## src/rtl/idt_pkg.sv

```systemverilog
`timescale 1ns / 1ps
// ----------------------------------------------------------------------------
// idt_pkg: shared constants, codes and types of the identity table
// Field widths, table geometry, command and status codes, bitmap request type.
// ----------------------------------------------------------------------------
package idt_pkg;

  localparam int MAX_IDS     = 1024;
  localparam int HANDLE_BITS = 32;

  localparam int CMD_W  = 3;
  localparam int IDF_W  = 11;
  localparam int STAT_W = 2;

  localparam int ID_W   = $clog2(MAX_IDS);
  localparam int CNT_W  = ID_W + 1;
  localparam int WORD_W = 32;
  localparam int BIT_W  = $clog2(WORD_W);
  localparam int ROWS   = MAX_IDS / WORD_W;
  localparam int ROW_W  = $clog2(ROWS);

  localparam logic signed [IDF_W-1:0] ID_NONE = '1;

  typedef enum logic [CMD_W-1:0] {
    CMD_ADD    = 3'd0,
    CMD_REMOVE = 3'd1,
    CMD_NEXT   = 3'd2,
    CMD_LOOKUP = 3'd3,
    CMD_CLEAR  = 3'd4
  } cmd_t;

  typedef enum logic [STAT_W-1:0] {
    STAT_OK   = 2'd0,
    STAT_NONE = 2'd1,
    STAT_FULL = 2'd2
  } status_t;

  typedef struct packed {
    logic              rd_en;
    logic [ROW_W-1:0]  rd_row;
    logic              wr_en;
    logic [ROW_W-1:0]  wr_row;
    logic [WORD_W-1:0] wr_data;
    logic              clr;
  } live_req_t;

  function automatic logic [BIT_W-1:0] lowest_set(input logic [WORD_W-1:0] w);
    logic [BIT_W-1:0] idx;
    idx = '0;
    for (int i = WORD_W - 1; i >= 0; i--) begin
      if (w[i]) idx = BIT_W'(i);
    end
    return idx;
  endfunction

endpackage

```

## src/rtl/idt_live_map.sv

```systemverilog
`timescale 1ns / 1ps
// ----------------------------------------------------------------------------
// idt_live_map: live bitmap of the identity table
// Rows of bits in a memory with one registered read port and one write port;
// a per-row valid bit makes unwritten or cleared rows read as zero.
// ----------------------------------------------------------------------------
module idt_live_map (
  input  logic                           clk,
  input  logic                           rst_n,
  input  idt_pkg::live_req_t             req,
  output logic [idt_pkg::WORD_W-1:0]     rd_word
);

  logic [idt_pkg::WORD_W-1:0] mem [idt_pkg::ROWS];
  logic [idt_pkg::ROWS-1:0]   row_valid_r;
  logic [idt_pkg::WORD_W-1:0] rd_data_r;
  logic                       rd_valid_r;

  always_ff @(posedge clk) begin
    if (req.wr_en) mem[req.wr_row] <= req.wr_data;
    if (req.rd_en) begin
      rd_data_r  <= mem[req.rd_row];
      rd_valid_r <= row_valid_r[req.rd_row];
    end
  end

  always_ff @(posedge clk) begin
    if (!rst_n) begin
      row_valid_r <= '0;
    end else if (req.clr) begin
      row_valid_r <= '0;
    end else if (req.wr_en) begin
      row_valid_r[req.wr_row] <= 1'b1;
    end
  end

  assign rd_word = rd_valid_r ? rd_data_r : '0;

endmodule

```

## config.mk

```make
export PLATFORM = sky130hd
export DESIGN_NAME = idt_live_map
export DESIGN_NICKNAME = d
export VERILOG_FILES = /design/src/rtl/idt_pkg.sv /design/src/rtl/idt_live_map.sv
export SDC_FILE = /design/constraint.sdc
export NUM_CORES = 1
export LEC_CHECK = 0
export CELL_PAD_IN_SITES_DETAIL_PLACEMENT = 0
export CELL_PAD_IN_SITES_GLOBAL_PLACEMENT = 1
export CORE_MARGIN = 8
export CORE_UTILIZATION = 55
export DETAILED_ROUTE_END_ITERATION = 8
export DONT_BUFFER_PORTS = 1
export PLACE_DENSITY = 0.86
export SLEW_MARGIN = 20
export SYNTH_ARGS = -nofsm -noshare
export SYNTH_HDL_FRONTEND = slang
export SYNTH_SLANG_ARGS = --single-unit
```

## constraint.sdc

```tcl
create_clock -name clk -period 3 [get_ports clk]
set_clock_uncertainty 0.15 [all_clocks]
set_input_delay 0.15 -clock clk [delete_from_list [all_inputs] [get_ports clk]]
set_output_delay 0.15 -clock clk [all_outputs]
set_load 0.02 [all_outputs]
```

# Word level (Yosys, flattened, before mapping)
# Memories as Yosys holds them, arrays and structs flattened. A register that Yosys moved wholly into a read port is not among the register bits.
# Index checks and enable logic that the tools add are counted.
dict set report word_totals {
  ram_bits 1024
  elab_cells 17
  latchBits 0
  output_inout_bits 32
  input_bits 47
  mem_bits_ro 0
  regBits 33
  mem_count 1
}
# name words word_bits rd rd_ports_with_merged_regs wr line
set mem_list {}
lappend mem_list {mem 32 32 1 1 1 idt_live_map.sv:14} ;# logic [idt_pkg::WORD_W-1:0] mem [idt_pkg::ROWS];
dict set report classes {
  div_mod_pow 0
  bitwise_logic 2
  eq_ne 0
  add_sub_neg 0
  mul 0
  reduce_logical 2
  n_shift 0
  n_lt_le_gt_ge 3
  mux 7
}
# cell n
set ops {}
lappend ops {{$mux 32} 1}
lappend ops {{$or 32x32->32} 1}
lappend ops {{$lt 5x6->1 const B} 2}
lappend ops {{$bmux 1 s5} 1}
lappend ops {{$demux 1 s5} 1}
lappend ops {{$ge 5x1->1 const B} 1}
lappend ops {{$mux 1} 4}
lappend ops {{$reduce_or 2->1} 1}
lappend ops {{$logic_and 1x1->1} 1}
lappend ops {{$not 1->1} 1}

# Logic depth before layout (Yosys ltp)
# Gate-level depths: netlist of the first run.
dict set report depth {
  depth_word 5
  mapped_depth 8
  ltp_nobuf 5
}

# Worst setup path before layout of the first run
# No wires, ideal clock.
dict set report synth_timing {
  path_kind {input-to-reg}
  start {in req[33] (netlist bit)}
  end {mem mem[12][0] (netlist bit) (enable)}
  required_ps 2427
  arrival_ps 2194
  slack_ps 233
  stages 3
  n_path_buf 1
  setup_time_ps 423
  cell_sequence {or3b_2 -> clkbuf_1 -> nor2_1}
}
# item line
set synth_lines {}
lappend synth_lines {{start: declaration} idt_live_map.sv:10} ;# input idt_pkg::live_req_t req,
lappend synth_lines {{end: declaration} idt_live_map.sv:14}
# Straight into the memory's write port.

==> reports/qor.csv, run 1 <==
metric,value,unit
seqPwrFrac,0.534,
post-route-util,0.6397,
wire_per_inst,27.18,µm
power_leakage,0.01688,µW
rows,101,
grt_pass1_vias,22750,
p_int,25220,µW
routed_wl,100100,µm
worst_slack,-1.115,ns
path_class,in2reg,
cp.arrival,4.39,ns
pwr-share-clk,0.413,
layoutNonFillerInstCount,3682,
h-tree-depth,3,
ir_worst_vdd,0.0005647,V
die_h,293.3,µm
die_area,86030,µm²
synth_commonest_cells,"edfxtp_1, mux2i_1, nand2_1, nand3_1",
ys.flop_type,edfxtp_1,
slew_headroom,-1.039,
ys.warnings.count,0,
path_max_fanout,447,
synth.most_common_cell,edfxtp_1,
end_kind,register,
drv_cap,0,
grt_first_pass_wirelength,145500,µm
pwr-share-comb,0.053,
yosysTopAreaCell,edfxtp_1,
required,3.27,ns
min_period,4.115,ns
ys_types,27,
place_congestion,0.7757,
gr-total-overflow,0,
start_kind,input port,
clk_path_buf_depth,3,
dp_hpwl,51020,µm
yosys.area.top_type_share,0.7505,
cts.sinks,1089,
timing.fmax,243.0,MHz
viasPerCell,6.166,
synth.area.top_cells,"edfxtp_1, mux2i_1, a22oi_1",
p_switching,6562,µW
netlist_area,42290,µm²
synth.ff_latch_count,1089,
route.detailed.drc,0,
num_vias,22710,
track_usage,0.2265,
num-nets-final,2611,
finalMaxSlewViolations,325,
clk_latency,0.68,ns
postRouteAntennaNets,0,
synth_edf_count,1057,
numCtsBuffers,103,
drive_gt1_frac,0.1106,
cts_resized,0,
initial_core_util,0.5560,
worstMarginPinSlew,3.059,ns
synth_area_per_cell,17.59,µm²
cts_tree,done,
ios,79,
core_area,76080,µm²
place_inst,3362,
grt_max_degree,450,
synthCells,2404,
finalSetupViolations,15,
async_reset_ff_frac,0,
post-route-period-util,1.372,
sw_frac_of_total,0.2065,
finalPower,31780,µW
run_status,"complete, but fails checks",
clk_pin_slew,0.06,ns
grt_antenna_before_repair,3,
ys_seq_area_frac,0.7656,
port_buffers,0,
dr.pass1.iters,6,
clk_root_buffer_cell,clkbuf_16,
violations,"slew limit, setup timing",
fp.dieW,293.3,µm
powerDensity,653.1,nW/µm²
syn_to_final_growth,15.06,%
hold_viol_final,0,
hp-class,in2reg,
syn_nets,2451,
rsz0062_at_grt,no,
drtIter0Drc,2302,
## logic make-up (layout without fill, tap and decap cells)
| family | after synthesis | in the layout | synth area share |
|---|---|---|---|
| compound gates | 329 | 329 | 0.05352 |
| buf+inv | 141 | 386 | 0.02059 |
| flops | 1089 | 1089 | 0.7656 |
| mux | 528 | 528 | 0.1250 |
| other cells | 0 | 3 | 0 |
| simple gates | 317 | 317 | 0.03532 |
## layer usage
metal	track usage	up-vias	wire length, µm
met5	0	-	0
met4	0.07205	0	3129
met3	0.03902	202	8405
met2	0.3767	1108	49050
met1	0.3060	11560	39480
li1	-	9837	-
## placed cells by master, fill, tap and decap left out, types with 33 or more instances in the layout
cell,netlist,layout
buf_4,22,51
nor3_1,33,33
nand3_1,101,101
clkbuf_16,0,106
a22oi_1,99,99
dlygate4sd3_1,0,94
nand2_1,101,100
a22o_1,66,66
a31oi_1,33,33
a21oi_1,99,99
edfxtp_1,1057,1057
buf_12,0,39
mux2i_1,528,528
nor2_4,0,33
## critical path: stages
cell and delay, ns:
mux2i_1 0.78, dlygate4sd3_1 0.63, nand2_1 0.06, nand3_1 0.09
dlygate4sd3_1 0.57, nand3_1 0.08, dlygate4sd3_1 0.58
## final cells by class
cell class	count	area (µm²)
multi-input combinational	1174	9315
timing repair buffer	196	2210
sequential	1089	32380
fill	5144	27410
tap	1030	1289
antenna	3	7.507
clock buffer	128	2775
clock inverter	62	686.9
## through the flow
stage | worst slack, ns | hold WS (ns) | TNS [ns] | cell area, µm²
after CTS | 0.05725 | 0.0004174 | 0 | 48470
after global routing | 0.04483 | 0.008359 | 0 | 48660
after floorplan | 0.2333 | 0.09887 | 0 | 42290
final | -1.115 | 0.02798 | -8.702 | 48660
after detailed placement | 0.6753 | 0.1007 | 0 | 43820
after global placement | 0.7225 | 0.1007 | 0 | 43820
## repair_timing
action	in CTS	in global routing
hold endpoints to repair	1247	321
hold buffers	104	14
setup buffers	0	9
setup endpoints to repair	0	5
## power by group through the flow
stage,registers [µW],logic [µW],clock network (µW)
final,17000,1680,13100
after global routing,17000,1720,13800
after CTS,17000,1560,13300
after detailed placement,17300,1140,0
after global placement,17300,1120,0
after floorplan,17300,985,0
## registers in the layout (all words and copies together) (netlist names)
name	cells
row_valid_r	32
rd_valid_r	1
mem	1024
rd_data_r	32
## worst paths after layout
path,from,end,slack [ns],cells past startpoint
max reg2reg,mem[26][16],rd_data_r[16],0.07,7
min,req[39],rd_data_r[22],0.03,5
max,req[39],rd_data_r[16],-1.12,7
min reg2reg,row_valid_r[16],row_valid_r[16],0.31,1
Power figures use the tool's default switching activity.
==> run 2: changes to the inputs <==
--- a/config.mk
+++ b/config.mk
@@ -12,6 +12,7 @@
 export DETAILED_ROUTE_END_ITERATION = 8
 export DONT_BUFFER_PORTS = 1
 export PLACE_DENSITY = 0.86
+export RECOVER_POWER = 25
 export SLEW_MARGIN = 20
 export SYNTH_ARGS = -nofsm -noshare
 export SYNTH_HDL_FRONTEND = slang
==> run 2 against run 1 <==
The flow finishes with violations (capacitance limit, slew limit, setup timing). Design area decreased by 0.44%. Setup slack got worse by 0.010 ns. Sequential share of layout area increased by 0.30 points. Hold slack got worse by 0.0095 ns. First-iteration DRC count increased by 4.7%. Clock power about the same. Combinational power decreased by 2%. Utilization decreased by 0.28 points. Critical endpoint unchanged.
==> reports/qor.csv, run 2 (synthesis gave the netlist of run 1 again) <==
metric,value,unit
run_status,"complete, but fails checks",
violations,"capacitance limit, slew limit, setup timing",
num-nets-final,2611,
dp_worst_setup_slack,0.6753,ns
cp.buffers_inverters,3,
hp-class,in2reg,
h-tree-depth,3,
regArea,32380,µm²
grt_antenna_before_repair,3,
min_period,4.126,ns
start_kind,input port,
r2r-end,rd_data_r[16],
ios,79,
drtIter0Drc,2411,
finish.instance_area,48450,µm²
drv_cap,2,
syn_to_final_growth,14.55,%
drive_gt1_frac,0.1031,
rr_worst_depth,7,
dpl_cell_area,43820,µm²
clk_pin_slew,0.06,ns
regMostFlops,mem,
gr-total-overflow,0,
hold_start,req[43],
routed_wl,99800,µm
grt_max_degree,450,
slew_headroom,-1.064,
min_to,rd_data_r[2],
post-route-period-util,1.375,
clk_path_buf_depth,3,
slowest_delay,0.78,ns
hold_path_depth,4,
nFillCells,5177,
power_leakage,0.01676,µW
num_vias,22590,
die_area,86030,µm²
fp.dieW,293.3,µm
largestRegisters,"mem: 1024 flops, rd_data_r: 32 flops, row_valid_r: 32 flops",
grt_pass1_vias,22750,
rows,101,
path_common_cell,dlygate4sd3_1,
multi_input_area,9315,µm²
port_buffers,0,
ff2ff_setup_slack,0.08,ns
crit_chain,"mux2i_1, dlygate4sd3_1, nand2_1, nand3_1, dlygate4sd3_1, nand3_1, dlygate4sd3_1",
die_h,293.3,µm
cp.arrival,4.40,ns
postRouteAntennaNets,0,
path_class,in2reg,
path_delay_family,buffers and inverters,
r2r_start,mem[26][16],
wire_per_inst,27.11,µm
rsz0062_at_grt,no,
finalMaxSlewViolations,392,
worst_slack,-1.126,ns
clk_latency,0.68,ns
dr.pass1.iters,6,
numCtsBuffers,103,
largest_register_ffs,1024,
worstMarginPinSlew,3.096,ns
cp_slowest_cell,mux2i_1,
layout_common_cells,"edfxtp_1, mux2i_1, clkbuf_16, nand3_1, nand2_1",
place_congestion,0.7757,
core_area,76080,µm²
finalSetupViolations,15,
dp_hpwl,51020,µm
mostFrequentLayoutCell,edfxtp_1,
viasPerCell,6.136,
cts_tree,done,
timing.fmax,242.4,MHz
cts_resized,0,
initial_core_util,0.5560,
track_usage,0.2265,
hold_viol_final,0,
cts.sinks,1089,
grt_first_pass_wirelength,145500,µm
end_kind,register,
ir_worst_vdd,0.0005641,V
powerDensity,655.6,nW/µm²
path_max_fanout,447,
route.detailed.drc,0,
required,3.27,ns
clk_root_buffer_cell,clkbuf_16,
crit_start,req[39],
-- run 2: cell types whose count changed in the layout (fill, tap and decap cells not counted), sizes merged --
cell,before,now
clkbuf,128,149
buf,102,81
diode,3,2
-- run 2: how the worst max path moves through the flow --
stage                               end  slack, ns  cells past startpoint
final                     rd_data_r[16]      -1.13                      7
after global routing       rd_data_r[9]       0.04                      7
after CTS                 rd_data_r[10]       0.06                      8
after detailed placement    mem[16][11]       0.68                      3
after floorplan              mem[12][0]       0.23                      3
after global placement      mem[16][15]       0.72                      3
-- run 2: layout make-up --
| type | instances | area share |
|---|---|---|
| Antenna cell | 2 | 0.0001033 |
| Multi-Input combinational cell | 1174 | 0.1923 |
| Sequential cell | 1089 | 0.6684 |
| Clock buffer | 128 | 0.05728 |
| Tap cell | 1030 | 0.02660 |
| Clock inverter | 62 | 0.01418 |
| Timing Repair Buffer | 196 | 0.04122 |
-- run 2: worst register-to-register path: stages (launching register included) --
cell and delay [ns]:
edfxtp_1 0.37, mux2i_1 0.14, dlygate4sd3_1 0.63, nand2_1 0.06
nand3_1 0.09, dlygate4sd3_1 0.57, nand3_1 0.08, dlygate4sd3_1 0.58
-- run 2: what timing repair did --
action | 4_1_cts | 5_1_grt
hold endpoints to repair | 1247 | 321
hold buffers | 104 | 14
buffers inserted | 0 | 9
endpoints found under the setup margin | 0 | 5
-- run 2: per-stage QoR --
step | utilization | power, µW | hold slack (ns) | TNS [ns] | cells
finish | 0.6369 | 31760 | 0.01845 | -8.957 | 3681
global route | 0.6369 | 32490 | 0.008359 | 0 | 3681
CTS | 0.6372 | 31800 | 0.0004174 | 0 | 3656
detailed placement | 0.5760 | 18440 | 0.1007 | 0 | 3362
global placement | 0.5760 | 18420 | 0.1007 | 0 | 3362
floorplan | - | 18260 | 0.09887 | 0 | 2404
-- run 2: power by group --
group / switching [µW] / internal (µW)
combinational: 981 / 659
sequential: 69.1 / 16900
clock: 5510 / 7620
total: 6560 / 25200
-- run 2: routing by layer --
metal,GRT usage,wire (µm),part of all wire
met1,0.3060,39370,0.39
met2,0.3767,48910,0.49
met3,0.03902,8277,0.083
met4,0.07205,3238,0.032
met5,0,0,0
==> run 3: changes to the inputs <==
--- a/config.mk
+++ b/config.mk
@@ -11,7 +11,7 @@
 export CORE_UTILIZATION = 55
 export DETAILED_ROUTE_END_ITERATION = 8
 export DONT_BUFFER_PORTS = 1
-export PLACE_DENSITY = 0.86
+export PLACE_DENSITY_LB_ADDON = 0.25
 export RECOVER_POWER = 25
 export SLEW_MARGIN = 20
 export SYNTH_ARGS = -nofsm -noshare
==> run 3 against run 2 <==
The run ends with hold timing, capacitance limit, slew limit left. Combinational power is 5% lower. Non-clock buffer count is 32 lower. Largest power group unchanged. Utilization is 0.36 points lower.
==> reports/qor.csv, run 3 (synthesis gave the netlist of run 1 again) <==
metric,value,unit
dp_hpwl,53100,µm
cts_tree,done,
post-route-period-util,0.9238,
port_buffers,0,
post-cts-setup-buffers,0,
slew_headroom,-0.09639,
numCtsBuffers,107,
finalSetupViolations,0,
path_max_fanout,57,
largest_register_ffs,1024,
start_kind,input port,
clk_root_buffer_cell,clkbuf_16,
rsz0062_at_grt,no,
setup_tns,0,ns
routedLengthMet1,43200,µm
mostFrequentLayoutCell,edfxtp_1,
ir_worst_vdd,0.0004924,V
clk_path_buf_depth,3,
dr.pass1.iters,6,
core_area,76080,µm²
hp-class,in2reg,
met3WireLength,7483,µm
num_vias,22580,
powerDensity,662.2,nW/µm²
cts.sinks,1089,
finalMaxSlewViolations,135,
gr-total-overflow,0,
routed_wl,107200,µm
cts_resized,0,
min_period,2.771,ns
highest_layer,met5,
timing.fmax,360.8,MHz
dr_wl_met2,53100,µm
syn_to_final_growth,13.91,%
layout_common_cells,"edfxtp_1, mux2i_1, clkbuf_16, nand3_1, nand2_1",
clk_latency,0.66,ns
fp.dieW,293.3,µm
place_congestion,0.7738,
drive_gt1_frac,0.09970,
initial_core_util,0.5560,
required,3.25,ns
nFillCells,5345,
ios,79,
track_usage,0.2443,
hold_viol_final,10,
rows,101,
num-nets-final,2583,
run_status,"complete, but fails checks",
clk_pin_slew,0.05,ns
regMostFlops,mem,
finalPower,31900,µW
worstMarginPinSlew,1.639,ns
grt_first_pass_wirelength,153800,µm
power_leakage,0.01667,µW
cp.arrival,3.02,ns
violations,"hold timing, capacitance limit, slew limit",
drv_cap,6,
path_class,in2reg,
h-tree-depth,3,
grt_max_degree,446,
grt_antenna_before_repair,8,
largestRegisters,"mem: 1024 flops, rd_data_r: 32 flops, row_valid_r: 32 flops",
end_kind,register,
whs,-0.01058,ns
grt_pass1_vias,22740,
postRouteAntennaNets,0,
route.detailed.drc,0,
viasPerCell,6.169,
wire_per_inst,29.29,µm
die_area,86030,µm²
drtIter0Drc,2490,
die_h,293.3,µm
-- run 3: cell types whose count changed in the layout (fill, tap and decap cells not counted), moves of 3 or more --
cell           delta
dlygate4sd3_1    -15
buf_4            -10
clkinv_2          +6
buf_12            -5
clkbuf_1          +5
clkbuf_16         +4
clkinv_1          -3
-- run 3: final timing paths --
kind                         from  depth (start not counted)  slack (ns)         endpoint
setup reg to reg      mem[17][14]                          6        0.46    rd_data_r[14]
setup / recovery          req[41]                          7        0.23    rd_data_r[12]
hold reg to reg   row_valid_r[18]                          1        0.31  row_valid_r[18]
hold / removal            req[37]                          2       -0.01      mem[26][16]
-- run 3: what timing repair did --
action	4_1_cts	5_1_grt
endpoints found under the hold margin	1138	192
setup endpoints to repair	0	3
hold buffers	92	6
-- run 3: area by class of cell --
class / instances / area [µm²] / share of cell area
antenna: 2 / 5.005 / 0.0001039
clock buffer: 139 / 2882 / 0.05981
clock inverter: 62 / 626.9 / 0.01301
multi-input combinational: 1174 / 9305 / 0.1931
sequential: 1089 / 32380 / 0.6721
tap: 1030 / 1289 / 0.02675
timing repair buffer: 164 / 1689 / 0.03506
-- run 3: metrics by stage --
stage / instance area (µm²) / hold slack [ns] / util / worst slack [ns] / instances
detailed placement: 43790 / 0.1013 / 0.5757 / 0.7192 / 3360
finish: 48180 / -0.01058 / 0.6333 / 0.2287 / 3660
global route: 48170 / -0.001292 / 0.6332 / 0.1027 / 3658
CTS: 48370 / 0.0009220 / 0.6358 / 0.01597 / 3653
floorplan: 42290 / 0.09887 / - / 0.2333 / 2404
global placement: 43790 / 0.1016 / 0.5757 / 0.7068 / 3360
-- run 3: routing by layer --
layer  global-route usage  vias up
met5                    0        -
met4              0.08215        8
met3              0.03381      171
met2               0.4132      952
met1               0.3275    11660
li1                     -     9789
-- run 3: critical path, cell delays in order --
cell and delay, ns:
dlygate4sd3_1 0.62, nor2_4 0.39, buf_12 0.36, dlygate4sd3_1 1.10, nand2_1 0.10, a31oi_1 0.20, nand3_1 0.08
-- run 3: report_power, final --
part / switching, µW / internal (µW)
Clock: 5530 / 7800
Combinational: 978 / 578
Sequential: 89.3 / 16900
Total: 6600 / 25300
